## config.mk

```make
export PLATFORM = sky130hd
export DESIGN_NAME = sorted_list_priority_queue
export DESIGN_NICKNAME = d
export VERILOG_FILES = /design/src/rtl/slpq_pkg.sv /design/src/rtl/slpq_ctrl.sv /design/src/rtl/slpq_datapath.sv /design/src/rtl/sorted_list_priority_queue.sv
export SDC_FILE = /design/constraint.sdc
export NUM_CORES = 2
export LEC_CHECK = 0
export BUFFER_PORTS_ARGS = -buffer_cell sky130_fd_sc_hd__buf_2
export CORE_ASPECT_RATIO = 1.1
export CORE_UTILIZATION = 35
export DETAILED_ROUTE_END_ITERATION = 12
export PLACE_DENSITY = 0.54
export SYNTH_ARGS = -nofsm -noshare
export SYNTH_HDL_FRONTEND = slang
export SYNTH_SLANG_ARGS = --single-unit
```

## constraint.sdc

```tcl
create_clock -name i_clk -period 5.25 [get_ports i_clk]
set_input_delay 1.05 -clock i_clk [delete_from_list [all_inputs] [get_ports i_clk]]
set_output_delay 1.05 -clock i_clk [all_outputs]
set_load 0.01 [all_outputs]
```

## src/rtl/slpq_pkg.sv

```systemverilog
// slpq_pkg: types and constants shared by the sorted list priority queue
// used by slpq_ctrl, slpq_datapath and sorted_list_priority_queue
package slpq_pkg;

    localparam int CAPACITY    = 16;
    localparam int VALUE_WIDTH = 32;
    localparam int CNT_W       = $clog2(CAPACITY + 1);
    localparam int OUT_W       = 32;
    localparam int IN_W        = 32;
    localparam int OCC_W       = 5;

    typedef enum logic [1:0] {
        MODE_INSERT = 2'd0,
        MODE_POP    = 2'd1,
        MODE_FIND   = 2'd2,
        MODE_NOP    = 2'd3
    } t_mode;

    typedef enum logic {
        S_IDLE,
        S_HOLD
    } t_state;

    typedef struct packed {
        t_mode             mode;
        logic [IN_W-1:0]   value;
    } t_in;

    typedef struct packed {
        logic              ok;
        logic [OUT_W-1:0]  out_value;
        logic [OCC_W-1:0]  occupancy;
    } t_out;

endpackage

```

## src/rtl/slpq_ctrl.sv

```systemverilog
// slpq_ctrl: handshake controller, decides when the datapath executes
// depends on slpq_pkg
module slpq_ctrl (
    input  logic i_clk,
    input  logic i_rst_n,
    input  logic i_in_valid,
    input  logic i_out_stall,
    output logic o_in_stall,
    output logic o_out_valid,
    output logic o_exec
);

    slpq_pkg::t_state r_state;
    slpq_pkg::t_state n_state;

    always_ff @(posedge i_clk) begin
        if (!i_rst_n) begin
            r_state <= slpq_pkg::S_IDLE;
        end else begin
            r_state <= n_state;
        end
    end

    always_comb begin
        n_state     = r_state;
        o_in_stall  = 1'b0;
        o_out_valid = 1'b0;
        o_exec      = 1'b0;
        case (r_state)
            slpq_pkg::S_IDLE: begin
                if (i_in_valid) begin
                    o_exec  = 1'b1;
                    n_state = slpq_pkg::S_HOLD;
                end
            end
            slpq_pkg::S_HOLD: begin
                o_out_valid = 1'b1;
                o_in_stall  = i_out_stall;
                if (!i_out_stall) begin
                    if (i_in_valid) begin
                        o_exec = 1'b1;
                    end else begin
                        n_state = slpq_pkg::S_IDLE;
                    end
                end
            end
            default: begin
                n_state = slpq_pkg::S_IDLE;
            end
        endcase
    end

endmodule

```

## src/rtl/slpq_datapath.sv

```systemverilog
// slpq_datapath: sorted entry cells, count and result register
// depends on slpq_pkg
module slpq_datapath (
    input  logic           i_clk,
    input  logic           i_rst_n,
    input  logic           i_exec,
    input  slpq_pkg::t_in  i_in,
    output slpq_pkg::t_out o_out
);

    logic [slpq_pkg::VALUE_WIDTH-1:0] r_entries [slpq_pkg::CAPACITY];
    logic [slpq_pkg::VALUE_WIDTH-1:0] n_entries [slpq_pkg::CAPACITY];
    logic [slpq_pkg::CNT_W-1:0]       r_count;
    logic [slpq_pkg::CNT_W-1:0]       n_count;
    slpq_pkg::t_out                   r_out;
    slpq_pkg::t_out                   n_out;

    logic [slpq_pkg::VALUE_WIDTH-1:0] v;
    logic [slpq_pkg::CAPACITY-1:0]    live;
    logic [slpq_pkg::CAPACITY-1:0]    lt;
    logic [slpq_pkg::CAPACITY-1:0]    eq;
    logic                             full;
    logic                             empty;

    always_comb begin
        v     = i_in.value[slpq_pkg::VALUE_WIDTH-1:0];
        full  = (r_count == slpq_pkg::CNT_W'(slpq_pkg::CAPACITY));
        empty = (r_count == '0);
        for (int i = 0; i < slpq_pkg::CAPACITY; i++) begin
            live[i] = (slpq_pkg::CNT_W'(i) < r_count);
            lt[i]   = live[i] && (r_entries[i] < v);
            eq[i]   = live[i] && (r_entries[i] == v);
        end

        n_entries       = r_entries;
        n_count         = r_count;
        n_out.ok        = 1'b0;
        n_out.out_value = '0;

        case (i_in.mode)
            slpq_pkg::MODE_INSERT: begin
                if (!full) begin
                    if (!lt[0]) begin
                        n_entries[0] = v;
                    end
                    for (int i = 1; i < slpq_pkg::CAPACITY; i++) begin
                        if (!lt[i]) begin
                            n_entries[i] = lt[i-1] ? v : r_entries[i-1];
                        end
                    end
                    n_count  = r_count + slpq_pkg::CNT_W'(1);
                    n_out.ok = 1'b1;
                end
            end
            slpq_pkg::MODE_POP: begin
                if (!empty) begin
                    n_out.out_value = slpq_pkg::OUT_W'(r_entries[0]);
                    for (int i = 0; i < slpq_pkg::CAPACITY - 1; i++) begin
                        n_entries[i] = r_entries[i+1];
                    end
                    n_count  = r_count - slpq_pkg::CNT_W'(1);
                    n_out.ok = 1'b1;
                end
            end
            slpq_pkg::MODE_FIND: begin
                n_out.ok = |eq;
            end
            default: begin
                n_out.ok = 1'b0;
            end
        endcase

        n_out.occupancy = slpq_pkg::OCC_W'(n_count);
    end

    always_ff @(posedge i_clk) begin
        if (!i_rst_n) begin
            r_count <= '0;
        end else if (i_exec) begin
            r_count <= n_count;
        end
    end

    always_ff @(posedge i_clk) begin
        if (i_exec) begin
            r_entries <= n_entries;
            r_out     <= n_out;
        end
    end

    assign o_out = r_out;

endmodule

```

## src/rtl/sorted_list_priority_queue.sv

```systemverilog
// sorted_list_priority_queue: top level, controller plus datapath
// depends on slpq_pkg, slpq_ctrl, slpq_datapath
//
// Bounded priority queue of up to 16 unsigned 32-bit values kept in ascending order
// in a row of register cells. Each transfer on the input carries one operation (insert,
// pop smallest, find) and produces exactly one result transfer with ok, the popped
// value and the occupancy after the operation. All cells compare against the operand
// in parallel and shift in the same cycle, so one operation executes per clock: the
// result appears in the cycle after the input transfer, and a new item is taken in the
// same cycle as the pending result is taken, giving one item per cycle while the output
// is not stalled. Stored values have no reset; the count resets to empty.
module sorted_list_priority_queue (
    input  logic           i_clk,
    input  logic           i_rst_n,
    input  logic           i_in_valid,
    output logic           o_in_stall,
    input  slpq_pkg::t_in  i_in,
    output logic           o_out_valid,
    input  logic           i_out_stall,
    output slpq_pkg::t_out o_out
);

    logic cmd_exec;

    slpq_ctrl u_ctrl (
        .i_clk       (i_clk),
        .i_rst_n     (i_rst_n),
        .i_in_valid  (i_in_valid),
        .i_out_stall (i_out_stall),
        .o_in_stall  (o_in_stall),
        .o_out_valid (o_out_valid),
        .o_exec      (cmd_exec)
    );

    slpq_datapath u_datapath (
        .i_clk   (i_clk),
        .i_rst_n (i_rst_n),
        .i_exec  (cmd_exec),
        .i_in    (i_in),
        .o_out   (o_out)
    );

    a_exec_gives_result: assert property (@(posedge i_clk) disable iff (!i_rst_n)
        cmd_exec |=> o_out_valid)
        else $error("result not presented after execute");

    a_occ_bound: assert property (@(posedge i_clk) disable iff (!i_rst_n)
        o_out_valid |-> (o_out.occupancy <= slpq_pkg::OCC_W'(slpq_pkg::CAPACITY)))
        else $error("occupancy beyond capacity");

    a_fail_zero_value: assert property (@(posedge i_clk) disable iff (!i_rst_n)
        (o_out_valid && !o_out.ok) |-> (o_out.out_value == '0))
        else $error("nonzero value on failed operation");

endmodule

```

After elaboration in Yosys (flattened, before gate mapping)
Index checks and enable logic that the tools add are counted.

Flip-flop bits (word level): 556. Input bits: 38. Logic and storage cells: 195.

Add/sub/neg operators: 2. Bitwise operators: 4. Eq/ne operators: 36. $lt $le $gt $ge: 32. Reduce and logical (&&, ||, !) cells: 53. Mux-type cells: 47.

Operator list (count): $mux W32 (31); $pmux W480 S2 (1); $eq A32 B32 Y1 (16); $lt A32 B32 Y1 (16); $mux W512 (1); $mux W480 (1); $reduce_and A5 Y1 (15); $lt A4 B5 Y1 const A (8); $ne A2 B2 Y1 const B (17); $mux W33 (1); $logic_and A1 B1 Y1 (32); $lt A3 B5 Y1 const A (4); $reduce_or A16 Y1 (1); $lt A1 B5 Y1 const A (2); $lt A2 B5 Y1 const A (2); $mux W5 (2); $pmux W5 S2 (1); $mux W1 (6); $add A5 B1 Y5 const B (1); $eq A5 B5 Y1 const B (1); $logic_not A5 Y1 (1); $sub A5 B1 Y5 const B (1); $not A1 Y1 (4); $pmux W1 S2 (2); other kinds (7) (7).

Logic depth before layout (Yosys ltp)
Depth in word-level cells: 6. Mapped depth: 12. Mapped depth without buffers: 9.

Cells and area by module
Synthesis repeated with hierarchy kept, for this count alone.

Cell total of the unflattened synthesis: 3844. Area, all modules: 39780.7 um^2.

By module, submodules not included: slpq_datapath (cells each 3840, instances 1, area an instance 39738.1 um^2, sequential area each 16615.9 um^2); slpq_ctrl (cells each 4, instances 1, area an instance 42.5 um^2, sequential area each 20.0 um^2).

Least setup slack after synthesis
No wires, ideal clock.

Kind: input-to-reg. Start: input i_out_stall. End: register u_datapath.r_entries[0] (netlist name) (enable). Data arrival time: 5.252 ns. Slack: -0.472 ns. Setup time: 0.470 ns. Buffers on the path: 1. Stages on the path: 5. Cell sequence: and2_1 -> nor2b_1 -> clkbuf_1 -> inv_1 -> a211oi_1.

Cells in the longest elaborated chain, start to end: 3.

Ends and longest elaborated chain: from (decl) (line sorted_list_priority_queue.sv:19) `input logic i_out_stall,`; $mux W1 (line slpq_ctrl.sv:39) `if (!i_out_stall) begin`; $pmux W1 S2 (line slpq_ctrl.sv:29) `case (r_state)`; named net cmd_exec (line sorted_list_priority_queue.sv:23) `logic cmd_exec;`; $reduce_and A4 Y1 (no source line); to (signal assigned) (line slpq_datapath.sv:86) `r_entries <= n_entries;`; to (decl) (line slpq_datapath.sv:11) `logic [slpq_pkg::VALUE_WIDTH-1:0] r_entries [slpq_pkg::CAPACITY];`.

The timed path passes the listed nets, and every way through them passes these cells. A chain may end at the register's enable or synchronous reset.

Final worst setup path
Start: input i_in[29] (netlist name). End: register u_datapath.r_entries[163] (netlist name) (enable).

Cells in the longest elaborated chain, start to end: 4.

Ends and longest elaborated chain: from (decl) (line sorted_list_priority_queue.sv:17) `input slpq_pkg::t_in i_in,`; $lt A32 B32 Y1 (line slpq_datapath.sv:31) `lt[i] = live[i] && (r_entries[i] < v);`; $logic_and A1 B1 Y1 (line slpq_datapath.sv:31); $ne A2 B2 Y1 (no source line); $reduce_and A5 Y1 (no source line).

No other way between the ends.

==> impl_metrics.toml <==
[status]
status = "finished clean"

[finish]
final_layout_size_suffix_gt1_share_pct = 11.07
design_area_um2 = 46150
final_core_utilization_pct = 40.30
num-nets-final = 4669
layout.filler_cells = 11149
areaGrowthSynthToFinish_pct = 13.81

[clock_network]
cts_tree = "done"
cts.clk_slew.worst_paths_ps = 70
cts_post_setup_buffers_inserted = 0
cts.hold.buffers_added = 0
ctsRootBufferMaster = "clkbuf_16"
htreeDepth = 3
worstSkewPairLatency_ps = 630
max_buffers_root_to_sink = 3
cts_sinks = 556
ctsResizeCount = 0
tritoncts.num_buffers = 66

[synth]
postSynth.asyncResetShare_pct = 0
ys_dominant_reg_cell = "edfxtp_1"
post-synth-top-area-cell = "edfxtp_1"
yosys_warnings = 0
mapped_cells = 4061
yosysTopAreaCellShare_pct = 40.73
avg_cell_area_syn_um2 = 9.985
seq_area_frac_synth_pct = 41.03
synth_enable_flop_cells = 550
yosys.cell_types.count = 67
ys_ff_latch = 556
netlist_top_cells_area = "edfxtp_1 41%, ha_1 16%, nand3_1 11%"
synth.net_count = 4615
syn_std_cell_area_um2 = 40550

[power_and_ir_drop]
total_leakage_power_nw = 17.31
total_power_mw = 13.63
power-per-cell-area_nw_per_um2 = 295.3
vdd.ir_drop.worst_uv = 265.0

[sta]
maximum_clock_frequency_mhz = 225.9
fin_crit_ps = 4427
report.final.hold_viol_count = 0
final.setup_skew_ps = 27.26
rsz0062_at_grt = "no"
number_of_failing_setup_endpoints_in_the_final_timing_report = 0
slew_headroom_pct = 16.92
post-route-period-util_pct = 84.33
final_critical_path_setup_slack_ps = 822.7
maxSlewViolCount = 0
worst_pin_slew_ps = 1246

[routing]
first_iter_violations = 5437
routed_wl_um = 165300
drtAntennaViolNets = 0
detailedRoute.firstPassIterationCount = 7
detail_route.vias_per_cell = 6.571
via_count = 37354
wl_per_cell_um = 29.07
drt_drc_violations_left = 0

[worst_setup_path]
timing.critical_path.arrival_ps = 4660
path_cells = "buf_2 > inv_1 > ha_1 > and4_1 > nand4_1 > or4_1 > a31oi_1 > a2111oi_4 > a21oi_4"
worst_r2r_path_depth = 7
critPathSlowestCell = "a21oi_4"
critical_path.endpoint_type = "register"
critical_path.max_stage_delay_ps = 950
critical_path_class = "in -> reg"
worst_path_buffer_plus_inverter_count = 2
timing.critical_path.required_ps = 5480
critical_path_cell_count = 9
critical-path-top-delay-family = "compound AO/OA/AOI/OAI gates"
crit_path_max_fanout = 32
crit_path_start_kind = "input port"

[grt]
via_count_of_the_first_global_routing_pass = 34804
antenna_found_initial = 12
grt_max_degree = 197
global_route.usage.total_pct = 27.22
wire_length_of_the_first_global_routing_pass_um = 240400
grt_remaining_overflow = 0

[min_path]
worst_hold_path.num_cells = 2
hold_class = "reg -> reg"

[floorplan]
placeableCoreArea_um2 = 114500
io_pins = 78
chipHeight_um = 359.0
floorplan.die.width_um = 326.5
std_cell_rows = 130
fp.dieArea_um2 = 117200
starting_utilization_of_the_core_area_pct = 35.41

[placement]
hpwlAfterDp_um = 121700
detailed_place.area_um2 = 44000
port_buffers = 77
post-place-ws_ps = 244.4
gp_congestion = 0.9334

[flow_run]
max_capacitance_violation_count = 0
-- worst reg2reg max path, cell delays in order, from the launching register on --
cell,delay (ps)
dfxtp_1,720
inv_1,200
ha_1,330
nand4bb_1,260
nand2_1,220
nand2_1,420
nand2_1,620
nor2_4,1160
-- worst paths after layout --
| check | slack (ps) | to | startpoint |
|---|---|---|---|
| max | 820 | u_datapath.r_entries[163]$_DFFE_PP_ | i_in[29] |
| min | 580 | u_datapath.r_entries[54]$_DFFE_PP_ | u_datapath.r_entries[22]$_DFFE_PP_ |
| max reg2reg | 900 | u_datapath.r_entries[344]$_DFFE_PP_ | u_datapath.r_count[0]$_SDFFE_PN0P_ |
| min reg2reg | 580 | u_datapath.r_entries[54]$_DFFE_PP_ | u_datapath.r_entries[22]$_DFFE_PP_ |
-- cells in the mapped netlist, types with 32 or more instances --
library cell / instances
a21o_1: 123
a21oi_1: 186
a221o_1: 33
a32oi_1: 289
and3_1: 33
clkbuf_1: 256
edfxtp_1: 550
ha_1: 516
inv_1: 58
mux2_2: 32
mux2i_1: 130
nand2_1: 239
nand3_1: 863
nand4_1: 107
nor2_1: 102
nor2b_1: 40
o21ai_0: 138
o21ai_1: 45
or4_1: 38
-- state kept, by name, indices dropped and copies added (netlist names) --
| name | flops |
|---|---|
| u_datapath.r_entries | 512 |
| u_datapath.r_count | 5 |
| u_datapath.o_out | 38 |
| u_ctrl.r_state | 1 |
-- area by class of cell --
class	instances	area, µm²	share of cell area, %
diodes	3	7.507	0.01627
clock buffers	85	1787	3.872
clock inverters	32	356.6	0.7727
inverters	58	217.7	0.4718
multi-input cells	3153	22980	49.80
flip-flops and latches	556	16640	36.05
well taps	1518	1899	4.116
repair buffers	280	2260	4.897
-- stage by stage --
step           hold WS (ps)  setup TNS (ps)  instances
2_1_floorplan         544.7          -30490       4061
3_3_place_gp          558.0               0       5565
3_5_place_dp          571.3               0       5565
4_1_cts               573.8               0       5682
5_1_grt               604.8               0       5685
6_report              576.2               0       5685
-- logic make-up after synthesis --
family	count (synthesis)	share of synthesized area (%)
AND/OR/NAND/NOR	1523	18.98
AO/OA/AOI/OAI	950	16.56
flip-flops	556	41.03
adder cells (fa/ha/maj)	516	15.92
buffers and inverters	352	3.370
multiplexers	162	4.098
XOR/XNOR	2	0.04321
-- where the power goes --
| part | leakage, nW | total, mW | switching (mW) | internal, mW |
|---|---|---|---|---|
| logic | 11.1 | 3.10 | 1.98 | 1.12 |
| registers | 5.17 | 5.70 | 0.370 | 5.33 |
| clock network | 1.05 | 4.83 | 2.03 | 2.80 |
-- layer usage --
layer	track usage (%)	part of all wire [%]	vias up
met5	0	0	-
met4	11.49	4.4	0
met3	4.237	10	310
met2	41.21	44	2300
met1	38.31	42	18341
li1	-	-	16403
-- layout by cell type (no fill, tap or decap), types with 19 or more instances in the layout --
cell type    n
a221o_1     33
and3_1      33
ha_1       516
edfxtp_1   550
nand3_1    862
o21ai_1     43
a211oi_1    23
or4_1       38
clkbuf_16   69
buf_4      175
nor2b_1     38
nand4_1    107
mux2_2      32
buf_2       77
a32oi_1    289
nand2_1    238
nor2_1      99
o211ai_1    19
a21o_1     123
buf_12      28
nor3_1      27
mux2i_1    130
o21ai_0    138
inv_1       58
a21oi_1    180
Power figures use the tool's default switching activity.
